===== config.mk =====
export PLATFORM = sky130hd
export DESIGN_NAME = rgb_to_hsl_converter_top
export DESIGN_NICKNAME = d
export VERILOG_FILES = /design/src/rtl/rgb2hsl_pkg.sv /design/src/rtl/rgb_to_hsl_converter_top.sv /design/src/rtl/rgb2hsl_div.sv
export SDC_FILE = /design/constraint.sdc
export NUM_CORES = 2
export LEC_CHECK = 0
export BUFFER_PORTS_ARGS = -buffer_cell sky130_fd_sc_hd__buf_4
export CAP_MARGIN = 20
export CORE_ASPECT_RATIO = 1.25
export CORE_MARGIN = 1
export CORE_UTILIZATION = 70
export CTS_BUF_LIST = sky130_fd_sc_hd__clkbuf_4
export DETAILED_ROUTE_END_ITERATION = 10
export PLACE_DENSITY = 0.86
export SYNTH_ARGS = -nofsm -noshare
export SYNTH_HDL_FRONTEND = slang
export SYNTH_HIERARCHICAL = 1
export SYNTH_SLANG_ARGS = --single-unit

===== constraint.sdc =====
create_clock -name clk -period 112.8 [get_ports clk]
set_input_delay 22.56 -clock clk [delete_from_list [all_inputs] [get_ports clk]]
set_output_delay 22.56 -clock clk [all_outputs]
set_load 0.05 [all_outputs]

===== src/rtl/rgb2hsl_pkg.sv =====
package rgb2hsl_pkg;

  localparam int CH_W      = 8;
  localparam int HUE_W     = 15;
  localparam int UNIT_W    = 16;
  localparam int DIV_QW    = 16;
  localparam int HUE_NUM_W = 20;
  localparam int SAT_NUM_W = 24;

  localparam logic [HUE_W-1:0] HUE_GREEN_BASE = 15'd7680;
  localparam logic [HUE_W-1:0] HUE_BLUE_BASE  = 15'd15360;
  localparam logic [HUE_W-1:0] HUE_FULL_TURN  = 15'd23040;

  typedef struct packed {
    logic [CH_W-1:0] red;
    logic [CH_W-1:0] green;
    logic [CH_W-1:0] blue;
  } pix_t;

  typedef struct packed {
    logic [HUE_W-1:0]  hue;
    logic [UNIT_W-1:0] saturation;
    logic [UNIT_W-1:0] lightness;
  } hsl_t;

  typedef enum logic [2:0] {
    SEC_RED   = 3'b001,
    SEC_GREEN = 3'b010,
    SEC_BLUE  = 3'b100
  } sector_t;

  typedef struct packed {
    sector_t           sector;
    logic              neg;
    logic              gray;
    logic [UNIT_W-1:0] light;
  } side_t;

endpackage


===== src/rtl/rgb_to_hsl_converter_top.sv =====
// RGB to HSL pixel converter.
// Input channel pix (pix_valid, pix_stall) carries one 8-bit RGB pixel per item.
// Output channel hsl (hsl_valid, hsl_stall) carries hue in 1/64 degree units,
// saturation and lightness scaled so 65535 is 1.0, all floored.
// Throughput: one item per clock while hsl_stall is low.
// The pipeline has one stage for max, min and sector, one for numerators,
// sixteen for the radix-2 dividers (one quotient bit per stage for hue and for
// saturation), and one output register.
// Lightness needs no divider: 65535*sum/510 is 128*sum + sum/2.
// The whole pipeline moves on one enable; while hsl_valid is high and hsl_stall
// is high every stage holds, pix_stall is high, and the output item holds.
// Empty stages travel as bubbles with their valid bits cleared.
// Reset (rst, synchronous, active high) clears all valid bits; items in flight
// are dropped and hsl_valid is low in the cycle after reset.
module rgb_to_hsl_converter_top (
  input  logic               clk,
  input  logic               rst,
  input  logic               pix_valid,
  output logic               pix_stall,
  input  rgb2hsl_pkg::pix_t  pix,
  output logic               hsl_valid,
  input  logic               hsl_stall,
  output rgb2hsl_pkg::hsl_t  hsl
);
  import rgb2hsl_pkg::*;

  logic adv;

  sector_t           sec_c;
  logic [CH_W-1:0]   mx_c;
  logic [CH_W-1:0]   mn_c;
  logic [CH_W:0]     diff_c;

  logic              s1_valid;
  sector_t           s1_sector;
  logic              s1_neg;
  logic [CH_W-1:0]   s1_mag;
  logic [CH_W-1:0]   s1_d;
  logic [CH_W:0]     s1_sum;

  logic                 s2_valid;
  side_t                s2_side;
  logic [HUE_NUM_W-1:0] s2_hue_num;
  logic [SAT_NUM_W-1:0] s2_sat_num;
  logic [CH_W-1:0]      s2_d;
  logic [CH_W-1:0]      s2_den;

  logic [CH_W:0]     den_wide;
  logic [CH_W:0]     sum_rev;

  logic              dvld [DIV_QW];
  side_t             dside [DIV_QW];

  logic [DIV_QW-1:0] hue_quo;
  logic              hue_rem_nz;
  logic [DIV_QW-1:0] sat_quo;
  logic              sat_rem_nz;

  logic [HUE_W-1:0]  hue_q;
  logic [HUE_W-1:0]  hue_qc;
  logic [HUE_W-1:0]  hue_base;
  hsl_t              hsl_next;

  assign adv       = !hsl_valid || !hsl_stall;
  assign pix_stall = !adv;

  always_comb begin
    mx_c = pix.red;
    mn_c = pix.red;
    if (pix.green > mx_c) mx_c = pix.green;
    if (pix.blue  > mx_c) mx_c = pix.blue;
    if (pix.green < mn_c) mn_c = pix.green;
    if (pix.blue  < mn_c) mn_c = pix.blue;
    priority if (pix.red >= pix.green && pix.red >= pix.blue) begin
      sec_c  = SEC_RED;
      diff_c = {1'b0, pix.green} - {1'b0, pix.blue};
    end else if (pix.green >= pix.blue) begin
      sec_c  = SEC_GREEN;
      diff_c = {1'b0, pix.blue} - {1'b0, pix.red};
    end else begin
      sec_c  = SEC_BLUE;
      diff_c = {1'b0, pix.red} - {1'b0, pix.green};
    end
  end

  always_ff @(posedge clk) begin
    if (rst) begin
      s1_valid <= 1'b0;
    end else if (adv) begin
      s1_valid <= pix_valid;
    end
  end

  always_ff @(posedge clk) begin
    if (adv) begin
      s1_sector <= sec_c;
      s1_neg    <= diff_c[CH_W];
      s1_mag    <= diff_c[CH_W] ? CH_W'(-diff_c) : diff_c[CH_W-1:0];
      s1_d      <= mx_c - mn_c;
      s1_sum    <= {1'b0, mx_c} + {1'b0, mn_c};
    end
  end

  assign sum_rev  = 9'd510 - s1_sum;
  assign den_wide = (s1_sum > 9'd255) ? sum_rev : s1_sum;

  always_ff @(posedge clk) begin
    if (rst) begin
      s2_valid <= 1'b0;
    end else if (adv) begin
      s2_valid <= s1_valid;
    end
  end

  always_ff @(posedge clk) begin
    if (adv) begin
      s2_side.sector <= s1_sector;
      s2_side.neg    <= s1_neg;
      s2_side.gray   <= (s1_d == '0);
      s2_side.light  <= {s1_sum, 7'b0} + UNIT_W'(s1_sum[CH_W:1]);
      s2_hue_num     <= {s1_mag, 12'b0} - {4'b0, s1_mag, 8'b0};
      s2_sat_num     <= {s1_d, 16'b0} - SAT_NUM_W'(s1_d);
      s2_d           <= s1_d;
      s2_den         <= den_wide[CH_W-1:0];
    end
  end

  rgb2hsl_div #(
    .NUM_W (HUE_NUM_W),
    .DEN_W (CH_W),
    .Q_W   (DIV_QW)
  ) u_hue_div (
    .clk    (clk),
    .en     (adv),
    .num    (s2_hue_num),
    .den    (s2_d),
    .quo    (hue_quo),
    .rem_nz (hue_rem_nz)
  );

  rgb2hsl_div #(
    .NUM_W (SAT_NUM_W),
    .DEN_W (CH_W),
    .Q_W   (DIV_QW)
  ) u_sat_div (
    .clk    (clk),
    .en     (adv),
    .num    (s2_sat_num),
    .den    (s2_den),
    .quo    (sat_quo),
    .rem_nz (sat_rem_nz)
  );

  always_ff @(posedge clk) begin
    if (rst) begin
      for (int i = 0; i < DIV_QW; i++) dvld[i] <= 1'b0;
    end else if (adv) begin
      dvld[0] <= s2_valid;
      for (int i = 1; i < DIV_QW; i++) dvld[i] <= dvld[i-1];
    end
  end

  always_ff @(posedge clk) begin
    if (adv) begin
      dside[0] <= s2_side;
      for (int i = 1; i < DIV_QW; i++) dside[i] <= dside[i-1];
    end
  end

  always_comb begin
    hue_q  = HUE_W'(hue_quo[11:0]);
    hue_qc = hue_q + HUE_W'(hue_rem_nz);
    unique case (dside[DIV_QW-1].sector)
      SEC_RED:   hue_base = dside[DIV_QW-1].neg ? HUE_FULL_TURN : '0;
      SEC_GREEN: hue_base = HUE_GREEN_BASE;
      SEC_BLUE:  hue_base = HUE_BLUE_BASE;
      default:   hue_base = '0;
    endcase
    hsl_next.lightness = dside[DIV_QW-1].light;
    if (dside[DIV_QW-1].gray) begin
      hsl_next.hue        = '0;
      hsl_next.saturation = '0;
    end else begin
      hsl_next.hue        = dside[DIV_QW-1].neg ? hue_base - hue_qc : hue_base + hue_q;
      hsl_next.saturation = sat_quo;
    end
  end

  always_ff @(posedge clk) begin
    if (rst) begin
      hsl_valid <= 1'b0;
    end else if (adv) begin
      hsl_valid <= dvld[DIV_QW-1];
    end
  end

  always_ff @(posedge clk) begin
    if (adv) begin
      hsl <= hsl_next;
    end
  end

  logic unused_ok;
  assign unused_ok = sat_rem_nz;

endmodule


===== src/rtl/rgb2hsl_div.sv =====
module rgb2hsl_div #(
  parameter int NUM_W = 24,
  parameter int DEN_W = 8,
  parameter int Q_W   = 16
) (
  input  logic             clk,
  input  logic             en,
  input  logic [NUM_W-1:0] num,
  input  logic [DEN_W-1:0] den,
  output logic [Q_W-1:0]   quo,
  output logic             rem_nz
);

  logic [DEN_W-1:0] rem_q [Q_W];
  logic [Q_W-1:0]   low_q [Q_W];
  logic [Q_W-1:0]   quo_q [Q_W];
  logic [DEN_W-1:0] den_q [Q_W];

  for (genvar i = 0; i < Q_W; i++) begin : g_stage
    logic [DEN_W-1:0] rem_in;
    logic [Q_W-1:0]   low_in;
    logic [Q_W-1:0]   quo_in;
    logic [DEN_W-1:0] den_in;
    logic [DEN_W:0]   trial;
    logic [DEN_W:0]   diff;
    logic             ge;

    if (i == 0) begin : g_first
      always_comb begin
        rem_in = DEN_W'(num[NUM_W-1:Q_W]);
        low_in = num[Q_W-1:0];
        quo_in = '0;
        den_in = den;
      end
    end else begin : g_next
      always_comb begin
        rem_in = rem_q[i-1];
        low_in = low_q[i-1];
        quo_in = quo_q[i-1];
        den_in = den_q[i-1];
      end
    end

    always_comb begin
      trial = {rem_in, low_in[Q_W-1]};
      diff  = trial - {1'b0, den_in};
      ge    = (trial >= {1'b0, den_in});
    end

    always_ff @(posedge clk) begin
      if (en) begin
        rem_q[i] <= ge ? diff[DEN_W-1:0] : trial[DEN_W-1:0];
        low_q[i] <= {low_in[Q_W-2:0], 1'b0};
        quo_q[i] <= {quo_in[Q_W-2:0], ge};
        den_q[i] <= den_in;
      end
    end
  end

  assign quo    = quo_q[Q_W-1];
  assign rem_nz = |rem_q[Q_W-1];

endmodule


-- After elaboration in Yosys (flattened, before gate mapping)
Memories as Yosys holds them, arrays and structs flattened. A register that Yosys moved wholly into a read port is not among the register bits.
Cells that the tools add are included.
- equality and inequality tests: 3
- add/subtract/negate cells: 45
- bitwise operators: 16
- reductions and logical operators: 7
- mux-type cells: 66
- $lt $le $gt $ge: 40
- operator list (operator ; count):
    $mux 8 ; 38
    $ge 9x8->1 ; 31
    $sub 8x8->8 ; 32
    $pmux 15 s3 ; 1
    $mux 15 ; 2
    $sub 8x8->9 ; 3
    $ge 8x8->1 ; 3
    $sub 24x8->24 ; 1
    $mux 1 ; 22
    $sub 20x16->20 ; 1
    $mux 9 ; 2
    $add 16x8->16 ; 1
    $gt 8x8->1 ; 2
    $lt 8x8->1 ; 2
    $or 1x1->1 ; 16
    $add 15x12->15 ; 1
    $sub 15x13->15 ; 1
    $add 12x1->13 ; 1
    $add 8x8->9 ; 1
    $gt 9x8->1 const B ; 1
    $ge 5x8->1 ; 1
    $logic_not 8->1 ; 1
    $neg 8->8 ; 1
    $reduce_or 8->1 ; 1
    9 further kinds ; 11
- RAM bits: 1856
- logic and storage cells: 204
- memories: 10
- output and inout bits: 49
- bits in registers: 143
- memory list (name ; depth ; width ; rd ports ; clocked after memory_dff ; wr ports ; line ; text):
    dside ; 16 ; 21 ; 16 ; 0 ; 16 ; rgb_to_hsl_converter_top.sv:52 ; side_t dside [DIV_QW];
    u_hue_div.quo_q ; 16 ; 16 ; 16 ; 0 ; 16 ; rgb2hsl_div.sv:16 ; logic [Q_W-1:0] quo_q [Q_W];
    u_sat_div.quo_q ; 16 ; 16 ; 16 ; 1 ; 16 ; rgb2hsl_div.sv:16 ;
    u_hue_div.low_q ; 16 ; 15 ; 15 ; 0 ; 16 ; rgb2hsl_div.sv:15 ; logic [Q_W-1:0] low_q [Q_W];
    u_sat_div.low_q ; 16 ; 15 ; 15 ; 0 ; 16 ; rgb2hsl_div.sv:15 ;
    u_hue_div.den_q ; 16 ; 8 ; 15 ; 0 ; 16 ; rgb2hsl_div.sv:17 ; logic [DEN_W-1:0] den_q [Q_W];
    +4 memories ; n/a ; n/a ; n/a ; n/a ; n/a ; n/a ;

-- Logic depth before layout (Yosys ltp)
- depth in word-level cells: 6
- mapped depth: 30

-- Modules after synthesis
The synthesis kept the hierarchy.
- modules (own cells, without submodules) (module ; area each (um^2) ; cells an instance ; instances):
    rgb2hsl_div (u_sat_div) ; 22495.3 ; 1550 ; 1
    rgb2hsl_div (u_hue_div) ; 22444.0 ; 1572 ; 1
    rgb_to_hsl_converter_top ; 19792.7 ; 1200 ; 1

-- Worst setup path before layout
OpenSTA, ideal clock, no wires.
- path kind: input port to output port
- from: input hsl_stall
- to: output pix_stall
- stages: 2
- data required time: 90.240 ns
- setup slack: 25.569 ns
- path buffers: 0
- data arrival time: 64.671 ns
- cells stage by stage: nand2_1 > inv_1
- longest elaborated chain between the ends: 3
- RTL lines (what ; line ; text):
    start: declaration ; rgb_to_hsl_converter_top.sv:22 ; input logic hsl_stall,
    $logic_not 1->1 ; rgb_to_hsl_converter_top.sv:64 ; assign adv = !hsl_valid || !hsl_stall;
    $logic_or 1x1->1 ; rgb_to_hsl_converter_top.sv:64 ;
    $logic_not 1->1 ; rgb_to_hsl_converter_top.sv:65 ; assign pix_stall = !adv;
    end: declaration ; rgb_to_hsl_converter_top.sv:19 ; output logic pix_stall,
Every way passes these cells.

-- Worst setup path in the final report
- from: input hsl_stall
- to: output pix_stall
- longest elaborated chain between the ends: 3
- RTL lines (what ; line ; text):
    $logic_not 1->1 ; rgb_to_hsl_converter_top.sv:64 ;
    $logic_or 1x1->1 ; rgb_to_hsl_converter_top.sv:64 ;
    net adv ; rgb_to_hsl_converter_top.sv:27 ; logic adv;
    $logic_not 1->1 ; rgb_to_hsl_converter_top.sv:65 ;
The timed path passes the listed nets, and every way through them passes these cells.

==> summary.md <==
| Metric | Value |
|---|---|
| Startpoint types | input port |
| Total CTS buffers | 338 |
| Worst min-delay path endpoint | u_hue_div/low_q[0][82] |
| P&R area growth vs syn | 9.716% |
| Worst reg-to-reg setup slack | 107.76 ns |
| Max-cap violation count | 0 |
| Combined area of the multi-input logic cells | 17,420 µm² |
| Global-route wire length before repair | 177,300 µm |
| DRT antenna net count | 0 |
| Highest Clock Rate | 21.65 MHz |
| Setup Buffers After CTS | 0 |
| Cts repair resizes | 0 |
| Avg Cell Area, Syn | 14.83 µm² |
| Share of cells above drive strength 1 | 15.46% |
| Worst r2r src | hsl_valid |
| Rel. slew slack | 16.63% |
| H-tree levels | 5 |
| Setup TNS | 0 ns |
| CTS hold repair buffers | 0 |
| Crit path required time | 90.24 ns |
| Die Wd | 269.2 µm |
| Nets | 5,024 |
| Clk sinks | 1,442 |
| Post-Syn Area | 62,460 µm² |
| Final-report hold violation count | 0 |
| Detailed-route DRC error count | 0 |
| Fin. max-slew vios | 0 |
| Initial antenna violation count | 4 |
| Worst-path maximum fanout | 53 |
| Post-route clock period utilization | 40.95% |
| First-pass DRT Iterations | 6 |
| Root buf cell | clkbuf_4 |
| I/O Pins | 77 |
| Via/cell ratio | 5.870 |
| Post-route clock skew | 0.1060 ns |
| Synth warn | 6 |
| Port buffer count | 76 |
| Hold wc startpoint | u_hue_div/low_q[0][67] |
| Worst slew pin tran | 1.251 ns |
| Die height | 336.0 µm |
| Clk buf depth | 4 |
| Worst-path clk slew | 0.07 ns |
| Total track usage | 24.68% |
| Starting Density | 70.67% |
| Routed wire per std cell | 18.48 µm |
| Clk Latency, worst-skew pair | 1.19 ns |
| Worst r2r dst | u_hue_div/rem_q[1][8] |
| Core area | 88,380 µm² |
| CP arrival | 23.63 ns |
| Fill cells | 4,730 |
| Worst Hold Path Cells | 0 |
| DP Worst Slack | 66.59 ns |
| Sequential cell area | 43,270 µm² |
| Crit end category | output pin |
| Status | finished, final reports clean |
| CP Class | in -> out |
| HP Class | reg -> reg |
| Final min period | 46.19 ns |
| Post-layout util | 77.53% |
| RSZ-0062 raised after global routing | no |
| Placed cell area | 64,530 µm² |
| GP Congestion | 0.9068 |
| TritonCTS clock tree | built |
| Post-detail-place hpwl | 71,670 µm |
| Final wirelength | 110,900 µm |
| Grt ovf | 0 |
| Post-layout instance area | 68,530 µm² |
| Die area | 90,430 µm² |
| Mapped Cells | 4,213 |
| Initial drt markers | 2,507 |
| # setup viols final | 0 |
| Row count | 122 |
| Routed via count | 35,216 |
| Vias in the first global route | 37,211 |
| Worst Reg-to-Reg Cells | 5 |
| Largest net degree at the start of global routing | 220 |
| Setup WS post-layout | 66.61 ns |
-- cell type report --
class | instances | area share [%]
Timing Repair Buffer | 96 | 1.147
Sequential cell | 1442 | 63.15
Antenna cell | 3 | 0.01096
Clock buffer | 475 | 5.204
Tap cell | 1178 | 2.151
Inverter | 433 | 2.374
Multi-Input combinational cell | 2307 | 25.43
Clock inverter | 65 | 0.5441
-- metal layers --
metal | GRT usage, % | vias to the layer above | part of all wire [%]
met5 | 0 | - | 0.012
met4 | 15.67 | 2 | 5.5
met3 | 5.213 | 428 | 4.1
met2 | 47.50 | 1160 | 56
met1 | 23.51 | 16950 | 35
li1 | - | 16676 | -
-- metrics by stage --
stage	cells	hold slack [ns]
finish	5999	0.3746
global route	5999	0.3605
CTS	5994	0.3623
detailed placement	5454	0.4045
global placement	5454	0.4001
floorplan	4220	0.4003
-- state kept, by name, indices dropped and copies added, names as in the netlist, 3 cells and up --
name             count
u_sat_div/low_q    120
s2_den               8
u_hue_div/low_q    120
s1_sum               8
s2_side             21
dside              336
hsl                 47
u_hue_div/den_q    120
u_hue_div/rem_q    128
s2_sat_num          22
u_sat_div/den_q    120
s2_d                 7
s2_hue_num          12
u_sat_div/quo_q    136
u_sat_div/rem_q    120
s1_mag               8
s1_d                 8
dvld                16
u_hue_div/quo_q     78
s1_sector            3
-- layout by cell type, fill, tap and decap left out, types with 37 or more instances in the layout --
master / count
o21ai_0: 248
nand2b_1: 64
clkinv_1: 43
a21o_1: 50
xnor2_1: 109
o31ai_1: 46
mux2i_1: 62
nor3_1: 55
buf_4: 92
nand3_1: 46
a21oi_1: 200
clkbuf_4: 475
nor2_1: 149
inv_1: 431
o21a_1: 64
mux2_2: 70
edfxtp_1: 1439
ha_1: 341
nor2b_1: 85
nand2_1: 248
xor2_1: 57
fa_1: 37
-- worst max-delay path: stages --
cell and delay [ns]:
buf_4 0.12, nand2_4 0.46, inv_1 0.23, buf_4 0.25
-- how the worst max path moves through the flow --
stage | from | end | slack [ns]
after floorplan | hsl_stall | pix_stall | 27.42
after global placement | hsl_stall | pix_stall | 66.64
after detailed placement | hsl_stall | pix_stall | 66.59
after CTS | hsl_stall | pix_stall | 66.58
after global routing | hsl_stall | pix_stall | 66.48
final | hsl_stall | pix_stall | 66.61
Power is not shown: default switching activity piles up to over one toggle a cycle in this logic, so the estimate is an artifact.
